<file path="src/hw/rtl/uirf_pkg.sv">
`default_nettype none

package uirf_pkg;

    // frame offsets of the fixed header fields (offset of the field's last byte)
    localparam logic [15:0] ETHERTYPE_END_OFF = 16'd13;
    localparam logic [15:0] VER_IHL_OFF       = 16'd14;
    localparam logic [15:0] PROTOCOL_OFF      = 16'd23;
    localparam logic [15:0] SRC_IP_END_OFF    = 16'd29;
    localparam logic [15:0] MIN_FRAME_LEN     = 16'd42;
    localparam logic [15:0] MAX_OFFSET        = 16'hFFFF;

    // udp header: port ends at +3, length ends at +5, payload starts at +8
    localparam logic [15:0] UDP_PORT_END_REL  = 16'd3;
    localparam logic [15:0] UDP_LEN_END_REL   = 16'd5;
    localparam logic [15:0] UDP_HDR_LEN       = 16'd8;

    localparam logic [6:0]  UDP_START_RESET   = 7'd34;
    localparam logic [6:0]  ETH_HDR_LEN       = 7'd14;

    localparam logic [15:0] ETHERTYPE_IPV4    = 16'h0800;
    localparam logic [7:0]  VERSION_MASK      = 8'hF0;
    localparam logic [7:0]  VERSION_IPV4      = 8'h40;
    localparam logic [7:0]  IHL_MASK          = 8'h0F;
    localparam logic [3:0]  IHL_MIN           = 4'd5;
    localparam logic [7:0]  PROTO_UDP         = 8'd17;

    // configuration register indexes
    localparam logic CFG_SOURCE_IP = 1'b0;
    localparam logic CFG_PORT      = 1'b1;

    // result queue
    localparam int unsigned OUT_DEPTH = 4;
    localparam int unsigned OUT_PTR_W = $clog2(OUT_DEPTH);
    localparam int unsigned OUT_CNT_W = $clog2(OUT_DEPTH + 1);

    typedef enum logic [3:0] {
        VERDICT_OK        = 4'd0,
        VERDICT_SHORT     = 4'd1,
        VERDICT_ETHERTYPE = 4'd2,
        VERDICT_VERSION   = 4'd3,
        VERDICT_NOT_UDP   = 4'd4,
        VERDICT_SOURCE    = 4'd5,
        VERDICT_PORT      = 4'd6,
        VERDICT_UDP_LEN   = 4'd7,
        VERDICT_TRUNCATED = 4'd8
    } verdict_t;

    typedef struct packed {
        logic       end_of_frame;
        logic [7:0] payload_byte;
        verdict_t   verdict;
    } result_t;

    // results caused by one byte, in order: first, then second
    typedef struct packed {
        logic [1:0] count;
        result_t    first;
        result_t    second;
    } result_pair_t;

endpackage

`default_nettype wire

</file>
<file path="src/hw/rtl/uirf_parser.sv">
`default_nettype none

module uirf_parser (
    input  wire logic                   aclk,
    input  wire logic                   aresetn,
    input  wire logic                   in_fire,
    input  wire logic [7:0]             in_byte,
    input  wire logic                   in_last,
    input  wire logic [31:0]            source_ip_filter,
    input  wire logic [15:0]            port_filter,
    output uirf_pkg::result_pair_t      results
);
    import uirf_pkg::*;

    logic [15:0] byte_offset_reg, byte_offset_next;
    logic [6:0]  udp_start_reg, udp_start_next;
    logic [31:0] field_shift_reg, field_shift_next;
    logic [15:0] payload_rem_reg, payload_rem_next;
    verdict_t    pending_reg, pending_next;

    logic [15:0] off;
    logic [15:0] ustart_ext;
    logic [15:0] udp_len;
    logic [3:0]  ihl;
    logic        emit;
    logic [15:0] rem_after;
    verdict_t    final_verdict;
    result_t     byte_res;
    result_t     verdict_res;

    always_comb begin
        off              = byte_offset_reg;
        field_shift_next = {field_shift_reg[23:0], in_byte};
        udp_start_next   = udp_start_reg;
        pending_next     = pending_reg;
        payload_rem_next = payload_rem_reg;
        ihl              = in_byte[3:0] & IHL_MASK[3:0];
        udp_len          = field_shift_next[15:0];
        ustart_ext       = {9'd0, udp_start_reg};

        if (pending_reg == VERDICT_OK) begin
            priority if (off == ETHERTYPE_END_OFF) begin
                if (field_shift_next[15:0] != ETHERTYPE_IPV4) pending_next = VERDICT_ETHERTYPE;
            end else if (off == VER_IHL_OFF) begin
                if ((in_byte & VERSION_MASK) != VERSION_IPV4 || ihl < IHL_MIN)
                    pending_next = VERDICT_VERSION;
                else
                    udp_start_next = ETH_HDR_LEN + {1'b0, ihl, 2'b00};
            end else if (off == PROTOCOL_OFF) begin
                if (in_byte != PROTO_UDP) pending_next = VERDICT_NOT_UDP;
            end else if (off == SRC_IP_END_OFF) begin
                if (source_ip_filter != 32'd0 && field_shift_next != source_ip_filter)
                    pending_next = VERDICT_SOURCE;
            end else if (off == ustart_ext + UDP_PORT_END_REL) begin
                if (port_filter != 16'd0 && field_shift_next[15:0] != port_filter)
                    pending_next = VERDICT_PORT;
            end else if (off == ustart_ext + UDP_LEN_END_REL) begin
                if (udp_len < UDP_HDR_LEN)
                    pending_next = VERDICT_UDP_LEN;
                else
                    payload_rem_next = udp_len - UDP_HDR_LEN;
            end else begin
            end
        end

        // payload window; the start offset only moves long before it opens
        emit = (pending_next == VERDICT_OK)
            && (off >= {9'd0, udp_start_next} + UDP_HDR_LEN)
            && (payload_rem_next != 16'd0);
        rem_after = emit ? payload_rem_next - 16'd1 : payload_rem_next;

        // compared against length minus one so a saturated offset cannot wrap
        priority if (off < MIN_FRAME_LEN - 16'd1)
            final_verdict = VERDICT_SHORT;
        else if (pending_next != VERDICT_OK)
            final_verdict = pending_next;
        else if (off < {9'd0, udp_start_next} + UDP_LEN_END_REL || rem_after != 16'd0)
            final_verdict = VERDICT_TRUNCATED;
        else
            final_verdict = VERDICT_OK;

        byte_res.end_of_frame    = 1'b0;
        byte_res.payload_byte    = in_byte;
        byte_res.verdict         = VERDICT_OK;
        verdict_res.end_of_frame = 1'b1;
        verdict_res.payload_byte = 8'd0;
        verdict_res.verdict      = final_verdict;

        results.count  = 2'd0;
        results.first  = byte_res;
        results.second = verdict_res;
        if (in_fire) begin
            if (emit) begin
                results.count = in_last ? 2'd2 : 2'd1;
            end else if (in_last) begin
                results.count = 2'd1;
                results.first = verdict_res;
            end
        end

        if (in_last) begin
            byte_offset_next = 16'd0;
        end else if (byte_offset_reg != MAX_OFFSET) begin
            byte_offset_next = byte_offset_reg + 16'd1;
        end else begin
            byte_offset_next = byte_offset_reg;
        end
    end

    always_ff @(posedge aclk) begin
        if (!aresetn) begin
            byte_offset_reg <= 16'd0;
            udp_start_reg   <= UDP_START_RESET;
            field_shift_reg <= 32'd0;
            payload_rem_reg <= 16'd0;
            pending_reg     <= VERDICT_OK;
        end else if (in_fire) begin
            if (in_last) begin
                byte_offset_reg <= 16'd0;
                udp_start_reg   <= UDP_START_RESET;
                field_shift_reg <= 32'd0;
                payload_rem_reg <= 16'd0;
                pending_reg     <= VERDICT_OK;
            end else begin
                byte_offset_reg <= byte_offset_next;
                udp_start_reg   <= udp_start_next;
                field_shift_reg <= field_shift_next;
                payload_rem_reg <= rem_after;
                pending_reg     <= pending_next;
            end
        end
    end

    // a frame end brings the offset back to the start
    a_offset_clears: assert property (@(posedge aclk) disable iff (!aresetn)
        in_fire && in_last |=> byte_offset_reg == 16'd0)
        else $error("byte offset not cleared after frame end");

    // udp header lies between a 20 and a 60 byte ip header
    a_udp_start_range: assert property (@(posedge aclk) disable iff (!aresetn)
        udp_start_reg >= UDP_START_RESET && udp_start_reg <= 7'd74)
        else $error("udp start offset out of range");

    // payload never flows once a check has failed
    a_no_payload_after_fail: assert property (@(posedge aclk) disable iff (!aresetn)
        pending_reg != VERDICT_OK |-> !emit)
        else $error("payload byte after failed check");

endmodule

`default_nettype wire

</file>
<file path="src/hw/rtl/uirf_out_queue.sv">
`default_nettype none

module uirf_out_queue (
    input  wire logic                   aclk,
    input  wire logic                   aresetn,
    input  uirf_pkg::result_pair_t      push,
    output logic                        room,
    output logic                        m_valid,
    input  wire logic                   m_ready,
    output uirf_pkg::result_t           head
);
    import uirf_pkg::*;

    result_t                mem [OUT_DEPTH];
    logic [OUT_PTR_W-1:0]   wr_ptr_reg, wr_ptr_next;
    logic [OUT_PTR_W-1:0]   rd_ptr_reg, rd_ptr_next;
    logic [OUT_CNT_W-1:0]   count_reg, count_next;
    logic                   pop;
    logic [OUT_PTR_W-1:0]   wr_ptr_plus1;

    assign m_valid      = count_reg != '0;
    assign head         = mem[rd_ptr_reg];
    assign pop          = m_valid && m_ready;
    assign room         = count_reg <= OUT_CNT_W'(OUT_DEPTH - 2);
    assign wr_ptr_plus1 = wr_ptr_reg + OUT_PTR_W'(1);

    always_comb begin
        wr_ptr_next = wr_ptr_reg + OUT_PTR_W'(push.count);
        rd_ptr_next = pop ? rd_ptr_reg + OUT_PTR_W'(1) : rd_ptr_reg;
        count_next  = count_reg + OUT_CNT_W'(push.count) - OUT_CNT_W'(pop);
    end

    always_ff @(posedge aclk) begin
        if (push.count != 2'd0) begin
            mem[wr_ptr_reg] <= push.first;
        end
        if (push.count == 2'd2) begin
            mem[wr_ptr_plus1] <= push.second;
        end
    end

    always_ff @(posedge aclk) begin
        if (!aresetn) begin
            wr_ptr_reg <= '0;
            rd_ptr_reg <= '0;
            count_reg  <= '0;
        end else begin
            wr_ptr_reg <= wr_ptr_next;
            rd_ptr_reg <= rd_ptr_next;
            count_reg  <= count_next;
        end
    end

    a_no_overfill: assert property (@(posedge aclk) disable iff (!aresetn)
        count_reg <= OUT_CNT_W'(OUT_DEPTH))
        else $error("result queue overfilled");

    a_push_has_room: assert property (@(posedge aclk) disable iff (!aresetn)
        push.count != 2'd0 |-> count_reg <= OUT_CNT_W'(OUT_DEPTH - 2))
        else $error("results pushed without room");

    a_ptr_match: assert property (@(posedge aclk) disable iff (!aresetn)
        OUT_PTR_W'(wr_ptr_reg - rd_ptr_reg) == count_reg[OUT_PTR_W-1:0])
        else $error("queue pointers disagree with fill count");

endmodule

`default_nettype wire

</file>
<file path="src/hw/rtl/udp_ipv4_receive_filter_unit.sv">
`default_nettype none

// udp over ipv4 receive filter. takes an ethernet frame one byte per transfer
// on s_ (s_last_byte marks the final byte) and checks ethertype 0x0800, ip
// version 4 with ihl of at least 5, protocol udp, an optional source address
// and an optional udp destination port (a filter value of 0 accepts any).
// while a frame passes, its udp payload bytes come out on m_ with
// m_end_of_frame low; each frame closes with one transfer carrying
// m_end_of_frame high and the verdict (0 ok, 1 short, 2 ethertype, 3 version
// or ihl, 4 not udp, 5 source, 6 port, 7 udp length, 8 truncated). frames
// under 42 bytes always report short. one byte is taken every clock: each
// byte is checked combinationally against the per-frame state and its
// results go into a four-entry result queue, so s_ready only drops when the
// queue has fewer than two free slots, i.e. when m_ready is held low. the
// filter registers are written through cfg_wr_en/cfg_index/cfg_data and
// should only be changed between frames.
module udp_ipv4_receive_filter_unit (
    input  wire logic        aclk,
    input  wire logic        aresetn,
    // byte input
    input  wire logic        s_valid,
    output logic             s_ready,
    input  wire logic [7:0]  s_frame_byte,
    input  wire logic        s_last_byte,
    // result output
    output logic             m_valid,
    input  wire logic        m_ready,
    output logic             m_end_of_frame,
    output logic [7:0]       m_payload_byte,
    output logic [3:0]       m_verdict,
    // configuration writes
    input  wire logic        cfg_wr_en,
    input  wire logic        cfg_index,
    input  wire logic [31:0] cfg_data
);
    import uirf_pkg::*;

    logic [31:0]  source_ip_filter_reg;
    logic [15:0]  port_filter_reg;
    logic         in_fire;
    result_pair_t results;
    result_t      head;

    // filter registers, big-endian as the bytes arrive
    always_ff @(posedge aclk) begin
        if (!aresetn) begin
            source_ip_filter_reg <= 32'd0;
            port_filter_reg      <= 16'd0;
        end else if (cfg_wr_en) begin
            unique case (cfg_index)
                CFG_SOURCE_IP: source_ip_filter_reg <= cfg_data;
                CFG_PORT:      port_filter_reg      <= cfg_data[15:0];
                default: begin
                end
            endcase
        end
    end

    // a byte transfer happens whenever a byte is offered and the queue can take two results
    assign in_fire = s_valid && s_ready;

    // header checks and payload window, one byte per cycle while the queue has room
    uirf_parser u_parser (
        .aclk             (aclk),
        .aresetn          (aresetn),
        .in_fire          (in_fire),
        .in_byte          (s_frame_byte),
        .in_last          (s_last_byte),
        .source_ip_filter (source_ip_filter_reg),
        .port_filter      (port_filter_reg),
        .results          (results)
    );

    // result queue parts the input side from a stalled output
    uirf_out_queue u_out_queue (
        .aclk    (aclk),
        .aresetn (aresetn),
        .push    (results),
        .room    (s_ready),
        .m_valid (m_valid),
        .m_ready (m_ready),
        .head    (head)
    );

    assign m_end_of_frame = head.end_of_frame;
    assign m_payload_byte = head.payload_byte;
    assign m_verdict      = head.verdict;

endmodule

`default_nettype wire

</file>
<file path="config.mk">
export PLATFORM = sky130hd
export DESIGN_NAME = udp_ipv4_receive_filter_unit
export DESIGN_NICKNAME = d
export VERILOG_FILES = /design/src/hw/rtl/uirf_pkg.sv /design/src/hw/rtl/uirf_parser.sv /design/src/hw/rtl/uirf_out_queue.sv /design/src/hw/rtl/udp_ipv4_receive_filter_unit.sv
export SDC_FILE = /design/constraint.sdc
export NUM_CORES = 1
export LEC_CHECK = 0
export CORE_ASPECT_RATIO = 0.5
export CORE_MARGIN = 3
export CORE_UTILIZATION = 55
export CTS_BUF_LIST = sky130_fd_sc_hd__clkbuf_2
export CTS_CLUSTER_DIAMETER = 120
export CTS_CLUSTER_SIZE = 40
export DETAILED_ROUTE_END_ITERATION = 10
export DONT_BUFFER_PORTS = 1
export PLACE_DENSITY = 0.71
export REMOVE_ABC_BUFFERS = 1
export SLEW_MARGIN = 20
export SYNTH_ARGS = -nofsm -noshare
export SYNTH_HDL_FRONTEND = slang
export SYNTH_SLANG_ARGS = --single-unit
</file>
<file path="constraint.sdc">
create_clock -name aclk -period 6.85 [get_ports aclk]
set_input_delay 0.3425 -clock aclk [delete_from_list [all_inputs] [get_ports aclk]]
set_output_delay 0.3425 -clock aclk [all_outputs]
set_load 0.05 [all_outputs]
</file>
==> impl_metrics.json <==
{
  "groute.usage.overall_pct": 29.8,
  "synth.mux.area_fraction_pct": 4.55,
  "fillers": 1593,
  "crit_path_max_fo": 15,
  "setup_repair_after_global_routing_missed_its_margin": "false",
  "1st_pass_router_iterations": 6,
  "critical-path-slowest-cell": "sky130_fd_sc_hd__nor4_1",
  "insertedDiodeCount": 0,
  "globalRouteMet1Util_pct": 42.6,
  "largest_reg_flops": 52,
  "switching_share_pct": 37.0,
  "avgSynthCellArea_sq_um": 8.53,
  "buffer_ports.inserted": 0,
  "syn-instance-count": 1235,
  "mostFrequentLayoutCell": "sky130_fd_sc_hd__nand2_1",
  "vias": 9613,
  "synth-xor-area-share_pct": 9.31,
  "cts_inserted_buffers": 17,
  "timing.setup.critical_path_class": "register to register",
  "dominant_combinational_cell_family_by_area_after_synthesis": "simple AND/OR/NAND/NOR gates",
  "crit_top_cell": "sky130_fd_sc_hd__inv_1",
  "ys_top_cells_by_area": "sky130_fd_sc_hd__dfxtp_1 (30%), sky130_fd_sc_hd__xnor2_1 (7.0%), sky130_fd_sc_hd__nand2_1 (6.4%), sky130_fd_sc_hd__a21boi_0 (4.9%), sky130_fd_sc_hd__edfxtp_1 (4.6%)",
  "largest_net_degree_at_the_start_of_global_routing": 103,
  "yosys.cell_types.count": 83,
  "ioPinCount": 62,
  "cts_max_level": 4,
  "design.final.nets": 1354,
  "timing.hold.worst.class": "input port to register",
  "seq_pwr_share_pct": 49.4,
  "setup-violations-final": 0,
  "layout-drive-gt1-share_pct": 7.40,
  "clk_transition_reported_paths_ns": 0.30,
  "max_freq_ghz": 0.154,
  "start_kind": "register",
  "power.switching_mw": 0.928,
  "clk_root_buffer_cell": "sky130_fd_sc_hd__clkbuf_2",
  "totalNegativeSetupSlack_ns": 0,
  "place_congestion": 0.967,
  "tritoncts": "yes",
  "hold_path_startpoint": "cfg_index",
  "synth_cell_area_sq_mm": 0.0105,
  "drcViolationCount": 0,
  "die_x_microns": 202,
  "drt-vias-per-instance": 6.23,
  "synth-seq-area-share_pct": 35.0,
  "grt_first_pass_wirelength_microns": 49800,
  "relSlewSlack_pct": 34.8,
  "antenna_violations_before_repair": 0,
  "cts_setup_buffers": 0,
  "family_of_cells_with_the_greatest_summed_delay_on_the_critical_path": "compound AO/OA/AOI/OAI gates",
  "clock_power_share_pct": 22.8,
  "site_rows": 35,
  "cts.sinks": 176,
  "postSynth.topFlopCell": "sky130_fd_sc_hd__dfxtp_1",
  "final_cell_mix": "sky130_fd_sc_hd__nand2_1 (180), sky130_fd_sc_hd__dfxtp_1 (160), sky130_fd_sc_hd__xnor2_1 (84)",
  "core_sq_mm": 0.0186,
  "setup_crit_end_kind": "register",
  "gr-usage-met3_pct": 7.06,
  "postCtsHoldBufs": 80,
  "postSynth.asyncResetShare_pct": 0,
  "fin_crit_sh_pct": 94.6,
  "period_needed_ns": 6.48,
  "worst_ir_drop_vdd_mv": 0.123,
  "timing.rr.start": "u_parser.byte_offset_reg[6]",
  "drv_cap": 0,
  "die_h_microns": 104,
  "p_comb_share_pct": 27.8,
  "worst_skew_pair.late_latency_ns": 0.81,
  "cp_data_arrival_time_ns": 7.02,
  "yosys.area_share.simple_pct": 24.8,
  "crit_path_cell_trace": "or3_1, nor4_1, inv_1, or3_1, o21ai_1, ha_1, inv_1, ha_1, a21o_1, a211oi_1, o21ai_0, a211oi_1, inv_1, o211ai_4, nor2_4, buf_4, inv_2, mux2_4, nor4_2, o2111ai_1, o41ai_2, nor2_1",
  "adder_and_majority_cell_fraction_of_the_synthesized_area_pct": 4.44,
  "synth_enable_flop_cells": 16,
  "synth-compound-area-share_pct": 17.5,
  "critical_path.max_stage_delay_ns": 0.63,
  "worst_ep_required_time_ns": 7.39,
  "worst_margin_slew_ns": 0.968,
  "post_cts.resized_instances": 0,
  "cellLeakagePower_nw": 4.14,
  "critical_path.n_buffers_inverters": 5,
  "synth_seq_cells": 176,
  "slew_violations": 0,
  "status": "complete, no violations",
  "netlist.top_cell.by_area": "sky130_fd_sc_hd__dfxtp_1",
  "hpwlAfterDp_microns": 20700,
  "fin_hold_ws_ns": 0.0697,
  "yosysWarningCount": 0,
  "first_global_vias": 9184,
  "cellPowerDensity_mw_per_mm2": 213,
  "met2_usage_pct": 45.5,
  "grt.busiest_layer": "met2",
  "finalWirelength_microns": 31400,
  "worst_setup_path_startpoint": "u_parser.byte_offset_reg[6]",
  "routed_wire_length_per_instance_microns": 20.3,
  "clockBufferDepth": 2,
  "first_iter_violations": 1049,
  "clock-skew-final_ns": 0.0473,
  "areaGrowthSynthToFinish_pct": 11.5,
  "die_area_sq_mm": 0.0210,
  "final_hold_viol_count": 0,
  "residual_overflow_from_global_routing": 0,
  "internal_power_mw": 1.58,
  "yosys.area.top_type_share_pct": 30.4,
  "start_util_pct": 56.6,
  "antenna_left": 0
}
## power by group through the flow
stage / Clock, mW / Combinational [mW] / Sequential (mW)
floorplan: 0 / 0.527 / 1.23
global placement: 0 / 0.626 / 1.25
detailed placement: 0 / 0.638 / 1.26
CTS: 0.580 / 0.691 / 1.24
global route: 0.625 / 0.743 / 1.25
finish: 0.571 / 0.698 / 1.24
## Yosys cell counts, types with 4 or more instances
library cell / count
sky130_fd_sc_hd__nand2_1: 180
sky130_fd_sc_hd__dfxtp_1: 160
sky130_fd_sc_hd__xnor2_1: 84
sky130_fd_sc_hd__nor2_1: 72
sky130_fd_sc_hd__clkbuf_1: 70
sky130_fd_sc_hd__a21boi_0: 69
sky130_fd_sc_hd__nand3_1: 43
sky130_fd_sc_hd__inv_1: 36
sky130_fd_sc_hd__ha_1: 35
sky130_fd_sc_hd__a21oi_1: 34
sky130_fd_sc_hd__nor2b_1: 34
sky130_fd_sc_hd__nor3_1: 33
sky130_fd_sc_hd__a22o_1: 32
sky130_fd_sc_hd__o21ai_0: 28
sky130_fd_sc_hd__xor2_1: 28
sky130_fd_sc_hd__nand4_1: 26
sky130_fd_sc_hd__nor4_1: 26
sky130_fd_sc_hd__or3_1: 19
sky130_fd_sc_hd__and2_1: 16
sky130_fd_sc_hd__edfxtp_1: 16
sky130_fd_sc_hd__mux2i_1: 16
sky130_fd_sc_hd__a22oi_1: 15
sky130_fd_sc_hd__mux4_2: 13
sky130_fd_sc_hd__nand2b_1: 13
sky130_fd_sc_hd__a31oi_1: 10
sky130_fd_sc_hd__o21a_1: 7
sky130_fd_sc_hd__nor4b_1: 6
sky130_fd_sc_hd__a211oi_1: 5
sky130_fd_sc_hd__and3_1: 5
sky130_fd_sc_hd__buf_1: 5
sky130_fd_sc_hd__nor3b_1: 5
sky130_fd_sc_hd__or4_1: 5
sky130_fd_sc_hd__o211ai_1: 4
sky130_fd_sc_hd__o21ai_1: 4
sky130_fd_sc_hd__o22ai_1: 4
sky130_fd_sc_hd__o41ai_1: 4
## path summary, 6_finish.rpt
check / endpoint / slack (ns) / depth (start not counted)
setup / recovery: u_out_queue.mem[1][3] / 0.37 / 22
hold / removal: port_filter_reg[13] / 0.07 / 3
setup reg to reg: u_out_queue.mem[1][3] / 0.37 / 22
hold reg to reg: u_parser.field_shift_reg[18] / 0.51 / 2
## per-layer routing
metal | vias to the layer above | routed length, microns
met5 | - | 0
met4 | 0 | 552
met3 | 43 | 3160
met2 | 454 | 13700
met1 | 4651 | 14000
li1 | 4465 | -
## cells by family (layout without fill, tap and decap cells)
logic type	after synthesis	count (layout)
xor+xnor	112	112
buf+inv	118	167
fa+ha+maj	37	37
mux	31	31
flops	176	176
compound gates	249	249
simple gates	512	512
## cell type report
| class | instances | area, sq um | share of cell area (%) |
|---|---|---|---|
| Clock buffer | 18 | 90.1 | 0.767 |
| Clock inverter | 14 | 156 | 1.33 |
| Inverter | 37 | 139 | 1.18 |
| Multi-Input combinational cell | 941 | 6400 | 54.5 |
| Sequential cell | 176 | 3680 | 31.3 |
| Tap cell | 259 | 324 | 2.76 |
| Timing Repair Buffer | 98 | 956 | 8.13 |
## worst reg2reg max path, delay by kind of cell (launching register included)
kind            cells  cell delay, ns
compound gates      8            2.05
fa+ha+maj           2            0.55
buf+inv             5            0.78
flops               1            0.50
mux                 1            0.33
simple gates        6            2.00
## stage by stage
step                      instance area [sq um]  util (%)  std cells  setup slack [ns]  power, mW
after floorplan                           10200         -       1154             0.573       1.75
after global placement                    10700      57.3       1430             0.815       1.88
after detailed placement                  10700      57.3       1430             0.634       1.89
after CTS                                 11700      63.0       1542             0.486       2.51
after global routing                      11800      63.1       1543           0.00857       2.62
final                                     11800      63.1       1543             0.369       2.51
Power figures use the tool's default switching activity.
